`config.mk`:
```
export PLATFORM = sky130hd
export DESIGN_NAME = ignition_spark_timer
export DESIGN_NICKNAME = d
export VERILOG_FILES = /design/src/rtl/ist_pkg.sv /design/src/rtl/ignition_spark_timer.sv
export SDC_FILE = /design/constraint.sdc
export NUM_CORES = 2
export LEC_CHECK = 0
export ABC_AREA = 1
export BUFFER_PORTS_ARGS = -buffer_cell sky130_fd_sc_hd__buf_2
export CORE_MARGIN = 8
export CORE_UTILIZATION = 35
export CTS_CLUSTER_DIAMETER = 30
export DETAILED_ROUTE_END_ITERATION = 10
export GPL_ROUTABILITY_DRIVEN = 0
export PLACE_DENSITY_LB_ADDON = 0.15
export SLEW_MARGIN = 20
export SYNTH_ARGS = -nofsm -noshare
export SYNTH_HDL_FRONTEND = slang
export SYNTH_SLANG_ARGS = --single-unit
```
`constraint.sdc`:
```
create_clock -name clk -period 2.55 [get_ports clk]
set_input_delay 0.255 -clock clk [delete_from_list [all_inputs] [get_ports clk]]
set_output_delay 0.255 -clock clk [all_outputs]
set_load 0.01 [all_outputs]
```
`src/rtl/ist_pkg.sv`:
```
// Shared constants and types for the ignition spark timer.
package ist_pkg;

    // Spark table size and recharge delay counter width.
    localparam int TABLE_DEPTH = 256;
    localparam int TABLE_AW    = $clog2(TABLE_DEPTH);
    localparam int DELAY_WIDTH = 16;

    // Dwell count saturates here; also the recharge offset in startup mode.
    localparam logic [7:0] DWELL_LIMIT = 8'd239;

    // Item kinds carried on the input tuser bit.
    localparam logic CMD_TICK        = 1'b0;
    localparam logic CMD_TABLE_WRITE = 1'b1;

    // Payload widths on the stream ports.
    localparam int IN_DATA_W  = 24;
    localparam int OUT_DATA_W = 24;

    typedef logic [7:0]             tick8_t;
    typedef logic [DELAY_WIDTH-1:0] delay_t;

endpackage

```
`src/rtl/ignition_spark_timer.sv`:
```
// Ignition spark timer: debounce, dwell timing, spark table and recharge delay.
//
// Every input word is either a timer tick or a spark table write (tuser).
// The block accepts one word per clock unless the output stalls, and returns
// exactly one result word for each, in order. All timing state lives in flops
// except the spark table, a 256 x 8 synchronous memory with one write and one
// read port. The table is read only when the shutter leaves the sensor; its
// registered read data lands in the next cycle and is forwarded to the logic
// for that cycle, so back-to-back ticks never stall. One output register holds
// the result word; a new word is taken whenever that register is empty or being
// drained. The table has no reset and must be written before the first shutter
// exit that reads an entry.
module ignition_spark_timer
    import ist_pkg::*;
(
    input  logic                  clk,
    input  logic                  rst_n,
    // Configuration: debounce_count.
    input  logic                  cfg_we,
    input  logic [7:0]            cfg_wdata,
    // Input stream.
    input  logic                  s_tvalid,
    output logic                  s_tready,
    // [0] hall_level, [1] engine_stop, [2] overrun_one, [3] overrun_two,
    // [4] coil_off_set, [12:5] table_index, [20:13] table_value, [23:21] zero
    input  logic [IN_DATA_W-1:0]  s_tdata,
    // [0] cmd
    input  logic                  s_tuser,
    // Output stream.
    output logic                  m_tvalid,
    input  logic                  m_tready,
    // [0] coil_drive, [1] led_level, [2] sensor_state, [18:3] period_ticks,
    // [19] period_valid, [23:20] zero
    output logic [OUT_DATA_W-1:0] m_tdata
);

    localparam logic [TABLE_AW:0] DEPTH_V = (TABLE_AW + 1)'(TABLE_DEPTH);

    // Unpacked input fields.
    logic   hall_level;
    logic   engine_stop;
    logic   overrun_one;
    logic   overrun_two;
    logic   coil_off_set;
    tick8_t table_index;
    tick8_t table_value;

    assign hall_level   = s_tdata[0];
    assign engine_stop  = s_tdata[1];
    assign overrun_one  = s_tdata[2];
    assign overrun_two  = s_tdata[3];
    assign coil_off_set = s_tdata[4];
    assign table_index  = s_tdata[12:5];
    assign table_value  = s_tdata[20:13];

    // State registers.
    tick8_t       debounce_count_reg;
    logic         sensor_reg,     sensor_next;
    tick8_t       run_reg,        run_next;
    logic         last_in_reg,    last_in_next;
    logic         overflow_reg,   overflow_next;
    logic         coil_off_reg,   coil_off_next;
    tick8_t       dwell_reg,      dwell_next;
    logic [15:0]  total_reg,      total_next;
    tick8_t       spark_time_reg;
    delay_t       delay_reg,      delay_next;
    logic         coil_reg,       coil_next;
    logic         led_reg,        led_next;
    logic [15:0]  period_reg,     period_next;
    logic         spark_pend_reg;
    logic         out_valid_reg;
    logic [OUT_DATA_W-1:0] out_data_reg;

    logic   accept;
    logic   is_tick;
    logic   exit_event;
    logic   period_valid;
    tick8_t spark_time_cur;

    // Spark table memory.
    tick8_t spark_table [TABLE_DEPTH];
    tick8_t table_rdata_reg;
    logic   table_we;
    logic   table_re;

    // Handshake: take a word when the output register is free or draining.
    assign s_tready = !out_valid_reg || m_tready;
    assign accept   = s_tvalid && s_tready;
    assign is_tick  = (s_tuser == CMD_TICK);

    // The spark time fetched on the last exit is forwarded for one cycle.
    assign spark_time_cur = spark_pend_reg ? table_rdata_reg : spark_time_reg;

    // Table port controls.
    assign table_we = accept && (s_tuser == CMD_TABLE_WRITE)
                      && ({1'b0, table_index} < DEPTH_V);
    assign table_re = accept && is_tick && exit_event;

    always_ff @(posedge clk)
    begin
        if (table_we)
        begin
            spark_table[table_index[TABLE_AW-1:0]] <= table_value;
        end
        if (table_re)
        begin
            table_rdata_reg <= spark_table[dwell_reg[TABLE_AW-1:0]];
        end
    end

    // Next-state logic for one tick.
    always_comb
    begin
        tick8_t run_inc;
        tick8_t dwell_inc;
        tick8_t offset;

        run_inc   = run_reg + 8'd1;
        dwell_inc = dwell_reg + 8'd1;
        offset    = (spark_time_cur == 8'd0) ? DWELL_LIMIT : spark_time_cur;

        sensor_next     = sensor_reg;
        run_next        = run_reg;
        last_in_next    = last_in_reg;
        overflow_next   = overflow_reg;
        coil_off_next   = coil_off_reg | coil_off_set;
        dwell_next      = dwell_reg;
        total_next      = total_reg;
        delay_next      = delay_reg;
        coil_next       = coil_reg;
        led_next        = led_reg;
        period_next     = period_reg;
        exit_event      = 1'b0;
        period_valid    = 1'b0;

        // Run-length debounce of the raw sensor level.
        if (hall_level != sensor_reg)
        begin
            run_next = run_inc;
            if (run_inc == debounce_count_reg)
            begin
                sensor_next = !sensor_reg;
                run_next    = 8'd0;
            end
        end
        else
        begin
            run_next = 8'd0;
        end

        // Shutter entry, dwell, exit and recharge phases.
        if (sensor_next)
        begin
            if (!last_in_reg)
            begin
                if (!engine_stop && !overrun_one && !overrun_two)
                begin
                    coil_next = 1'b1;
                end
                total_next    = 16'd0;
                dwell_next    = 8'd0;
                last_in_next  = 1'b1;
                overflow_next = 1'b0;
                coil_off_next = 1'b0;
            end
            else
            begin
                led_next = 1'b0;
                if (total_reg != 16'hFFFF)
                begin
                    total_next = total_reg + 16'd1;
                end
                if (!overflow_reg)
                begin
                    dwell_next = dwell_inc;
                    if (dwell_inc >= DWELL_LIMIT)
                    begin
                        overflow_next = 1'b1;
                    end
                    if (spark_time_cur != 8'd0 && dwell_inc == spark_time_cur)
                    begin
                        coil_next = 1'b0;
                    end
                end
            end
        end
        else if (last_in_reg)
        begin
            coil_next    = 1'b0;
            last_in_next = 1'b0;
            delay_next   = DELAY_WIDTH'(dwell_reg) + DELAY_WIDTH'(offset);
            period_next  = total_reg;
            exit_event   = 1'b1;
            period_valid = 1'b1;
        end
        else
        begin
            led_next   = 1'b1;
            delay_next = delay_reg - DELAY_WIDTH'(1);
            if (delay_next == '0 && !engine_stop && !coil_off_next
                && !overrun_one && !overrun_two)
            begin
                coil_next = 1'b1;
            end
        end
    end

    // Configuration register.
    always_ff @(posedge clk or negedge rst_n)
    begin
        if (!rst_n)
        begin
            debounce_count_reg <= 8'd3;
        end
        else if (cfg_we)
        begin
            debounce_count_reg <= cfg_wdata;
        end
    end

    // Timer state, updated on accepted ticks.
    always_ff @(posedge clk or negedge rst_n)
    begin
        if (!rst_n)
        begin
            sensor_reg   <= 1'b0;
            run_reg      <= 8'd0;
            last_in_reg  <= 1'b0;
            overflow_reg <= 1'b0;
            coil_off_reg <= 1'b0;
            dwell_reg    <= 8'd0;
            total_reg    <= 16'd0;
            delay_reg    <= '0;
            coil_reg     <= 1'b0;
            led_reg      <= 1'b1;
            period_reg   <= 16'd0;
        end
        else if (accept && is_tick)
        begin
            sensor_reg   <= sensor_next;
            run_reg      <= run_next;
            last_in_reg  <= last_in_next;
            overflow_reg <= overflow_next;
            coil_off_reg <= coil_off_next;
            dwell_reg    <= dwell_next;
            total_reg    <= total_next;
            delay_reg    <= delay_next;
            coil_reg     <= coil_next;
            led_reg      <= led_next;
            period_reg   <= period_next;
        end
    end

    // Spark time register and the one-cycle forwarding flag for table reads.
    always_ff @(posedge clk or negedge rst_n)
    begin
        if (!rst_n)
        begin
            spark_time_reg <= 8'd0;
            spark_pend_reg <= 1'b0;
        end
        else
        begin
            if (spark_pend_reg)
            begin
                spark_time_reg <= table_rdata_reg;
            end
            spark_pend_reg <= table_re;
        end
    end

    // Output word register.
    always_ff @(posedge clk or negedge rst_n)
    begin
        if (!rst_n)
        begin
            out_valid_reg <= 1'b0;
        end
        else if (accept)
        begin
            out_valid_reg <= 1'b1;
        end
        else if (m_tready)
        begin
            out_valid_reg <= 1'b0;
        end
    end

    always_ff @(posedge clk)
    begin
        if (accept)
        begin
            if (is_tick)
            begin
                out_data_reg <= {4'd0, period_valid, period_next,
                                 sensor_next, led_next, coil_next};
            end
            else
            begin
                out_data_reg <= {4'd0, 1'b0, period_reg,
                                 sensor_reg, led_reg, coil_reg};
            end
        end
    end

    assign m_tvalid = out_valid_reg;
    assign m_tdata  = out_data_reg;

    // The dwell count never passes its saturation limit.
    a_dwell_limit: assert property (@(posedge clk) disable iff (!rst_n)
        dwell_reg <= DWELL_LIMIT)
        else $error("dwell count above limit");

    // A pending table read always follows a shutter exit.
    a_pend_after_exit: assert property (@(posedge clk) disable iff (!rst_n)
        spark_pend_reg |-> (!sensor_reg && !last_in_reg))
        else $error("spark table read pending outside exit");

    // An empty output register never blocks the input.
    a_ready_when_empty: assert property (@(posedge clk) disable iff (!rst_n)
        !out_valid_reg |-> s_tready)
        else $error("input stalled with empty output");

    // A reported period always comes with the shutter out of the sensor.
    a_period_on_exit: assert property (@(posedge clk) disable iff (!rst_n)
        (out_valid_reg && out_data_reg[19]) |-> !out_data_reg[2])
        else $error("period reported while shutter in sensor");

endmodule

```
==> results.md <==
* Area of the multi-input gates at 23,000 um^2
* Setup CP Type: flip-flop to flip-flop
* Synth Instances at 7,533
* Max Clk Rate at 371 MHz
* Drt total wl at 293,000 um
* Post-route minimum period at 2.69 ns
* Seq/Total Area, Yosys at 72.6%
* Share of cells above drive strength 1 at 23.3%
* Nets at 8,559
* Type of the tightest min-delay check: input pin to flip-flop
* Global Route Usage Sum at 20.6%
* Initial antenna violation count at 20
* H-tree depth at 5
* Final setup viols at 12
* Synth-to-Final Area Change at 34.7%
* Clk slew on worst S/H paths at 0.05 ns
* Crit path buffers/inverters at 5
* Reg-to-reg critical path endpoint: table_rdata_reg[7]
* Delay-heaviest family, CP: simple AND/OR/NAND/NOR gates
* First-pass DRT Iterations at 6
* R2R depth at 15
* RR Startpoint: dwell_reg[0]
* Vias per cell at 5.19
* Worst slew margin at 47.5%
* Lkg Pwr at 43.6 nW
* Critical Path Source Type: flip-flop
* Final Hold Viols at 0
* Worst-Skew Late Latency at 1.02 ns
* Synth area leader: edfxtp_1
* Worst vdd ir at 786 uV
* Clock sinks at 2,163
* Setup ws final at -0.142 ns
* Worst reg2reg setup slack at -0.14 ns
* Syn_area_per_cell at 11.8 um^2
* Worst Tran Pin Value at 0.788 ns
* Capture point of the worst path: table_rdata_reg[7]
* CP max stage cell: dfrtp_4
* Yosys warnings at 0
* Vias in the first global route at 63,100
* Crit-path cells: buf_12 -> buf_16 -> buf_16 -> buf_12 -> buf_4 -> nor2_1 -> o21ai_0 -> nand2_1 -> nand3_1 -> nand3_2 -> nand2_1 -> nand2_1 -> nand3_4 -> nand3_1 -> nand2_1
* Violated checks: negative setup slack
* CTS Buf Count at 489
* CP Capture Type: flip-flop
* Post-DRT Antenna Nets at 0
* Ranking of synthesized cells by area: edfxtp_1, nand3_1, nand2_1
* Post-Syn Area at 88,800 um^2
* Clk root buf: clkbuf_16
* Grt total ovfl at 0
* DRT iter0 DRCs at 6,288
* Max clock buf depth at 4
* First-pass GRT wire length at 422,000 um
* Final clock skew at 0.0922 ns
* Die Ht at 520 um
* Starting Density at 35.1%
* Most numerous cell on the critical path: nand2_1
* #FFs+latches synth at 2,163
* Max reg flops at 2,048
* Core Util, Final at 47.3%
* Remaining DRCs at 0
* Area post-placement at 98,900 um^2
* Setup TNS Final at -1.01 ns
* Cell Rows at 185
* Pwr Density at 1120 nW/um^2
* Synth unique cells at 42
* Inst Count DP at 11,200
* Dpl hpwl at 174,000 um
* Slew Limit Fails at 0
* Total power after layout at 134 mW
* Total I/O pin count at 64
* Max Cap Violations at 0
* CTS tree: built
* Top cell type's share of synthesized area at 70.2%
* Die Footprint at 270,000 um^2
* Crit. Startpoint: dwell_reg[0]
* RSZ-0062 raised after global routing: yes
* Sequential cell area at 64,500 um^2
* Vias at 63,800
* Port bufs at 56
* Status: complete, but fails checks
* Fill cells at 22,700
* Critical path depth at 15
* Fin area at 120,000 um^2
* Max FO, Critical Path at 8
* Largest net degree at the start of global routing at 72
* Post-Layout Cell Count at 12,300
* Core area at 253,000 um^2
* CP Data Required Time at 3.28 ns
* Die X at 520 um
* WL per Instance at 23.9 um
* Final period utilization at 106%
* CP arrival at 3.42 ns
* CP peak stage delay at 0.52 ns
[final cells by class]
cell class	count	area share (%)
well taps	3366	3.52
clock inverters	343	3.48
repair inverters	2	0.0303
clock buffers	546	10.5
diodes	9	0.0188
repair buffers	988	8.71
inverters	187	0.629
flip-flops and latches	2163	53.9
multi-input cells	4675	19.2
[synth_stat cells (all sizes together)]
cell / number
nand3b: 1
inv: 184
dfrtp: 84
buf: 232
clkinv: 3
or2: 4
a21oi: 84
o22ai: 305
xnor2: 5
conb: 1
nor3: 23
nand4: 17
a41o: 1
clkbuf: 279
mux2: 2
o32ai: 4
fa: 1
ha: 14
nand2: 1314
edfxtp: 2076
nand3: 1018
xor2: 9
nor2: 1025
dfstp: 3
o311ai: 1
o21ai: 843
[cells by family after synthesis]
logic type	after synthesis	share of synthesized area (%)
adder cells (fa/ha/maj)	15	0.220
AND/OR/NAND/NOR	3402	16.1
other	1	0.00422
buffers and inverters	698	3.31
multiplexers	2	0.0253
AO/OA/AOI/OAI	1238	7.56
flip-flops	2163	72.6
XOR/XNOR	14	0.138
[through the flow]
| stage | hold slack [ns] | setup slack (ns) |
|---|---|---|
| after CTS | 0.00298 | -0.101 |
| after global routing | 0.0619 | -0.268 |
| final | 0.0165 | -0.142 |
| after detailed placement | 0.314 | -0.418 |
| after global placement | 0.308 | -0.385 |
| after floorplan | -0.0406 | 0.0107 |
[placed cells by master, fill, tap and decap left out, types with 47 or more instances in the layout]
cell           Yosys  routed
edfxtp_1        2076    2076
nand3_1         1014     840
dlygate4sd3_1      0      48
clkbuf_1         279      51
o21ai_1           72     135
bufinv_16          0      89
o22ai_1          305     300
clkinv_1           3      80
nor2_1          1015     997
nand3_2            1     134
inv_1            179     174
nand2_1         1288    1245
o21ai_0          741     658
a21oi_1           83      76
clkinv_2           0      95
clkbuf_16          0     512
nand2_2           25      62
dfrtp_1           84      77
buf_2            126      47
buf_12             0     131
buf_4             15     647
[worst min-delay path, stage by stage]
cell     delay [ns]
buf_2          0.08
nor2_1         0.03
nand2_1        0.12
o21ai_0        0.13
nand2_1        0.09
inv_1          0.04
nand2_1        0.06
nand2_1        0.07
nand2_1        0.06
nand2_1        0.05
[timing repair]
item,in CTS,in global routing
hold endpoints to repair,1463,0
cloned,12,21
buffers inserted,25,53
endpoints found under the setup margin,13,46
gates resized for setup,158,331
hold buffers,49,0
pin swaps,24,101
[routing by layer]
layer / share of wire [%] / wire [um] / track usage, % / up-vias
li1: - / - / - / 29200
met1: 44 / 128000 / 28.4 / 31900
met2: 47 / 137000 / 33.0 / 2258
met3: 6.6 / 19500 / 3.86 / 450
met4: 2.8 / 8320 / 6.96 / 2
met5: 0.0044 / 13 / 0 / -
[power by group]
| part | total (mW) | switching (mW) | internal, mW |
|---|---|---|---|
| sequential | 39.6 | 0.256 | 39.3 |
| combinational | 31.1 | 19.0 | 12.0 |
| clock | 63.3 | 19.4 | 43.9 |
| total | 134 | 38.7 | 95.2 |
[worst min-delay path by stage]
stage,startpoint,end,depth (start not counted)
after floorplan,rst_n,coil_off_reg,0
after global placement,rst_n,period_reg[15],1
after detailed placement,rst_n,period_reg[15],1
after CTS,s_tdata[2],coil_reg,10
after global routing,s_tdata[2],coil_reg,10
final,s_tdata[2],coil_reg,10
Power figures use the tool's default switching activity.
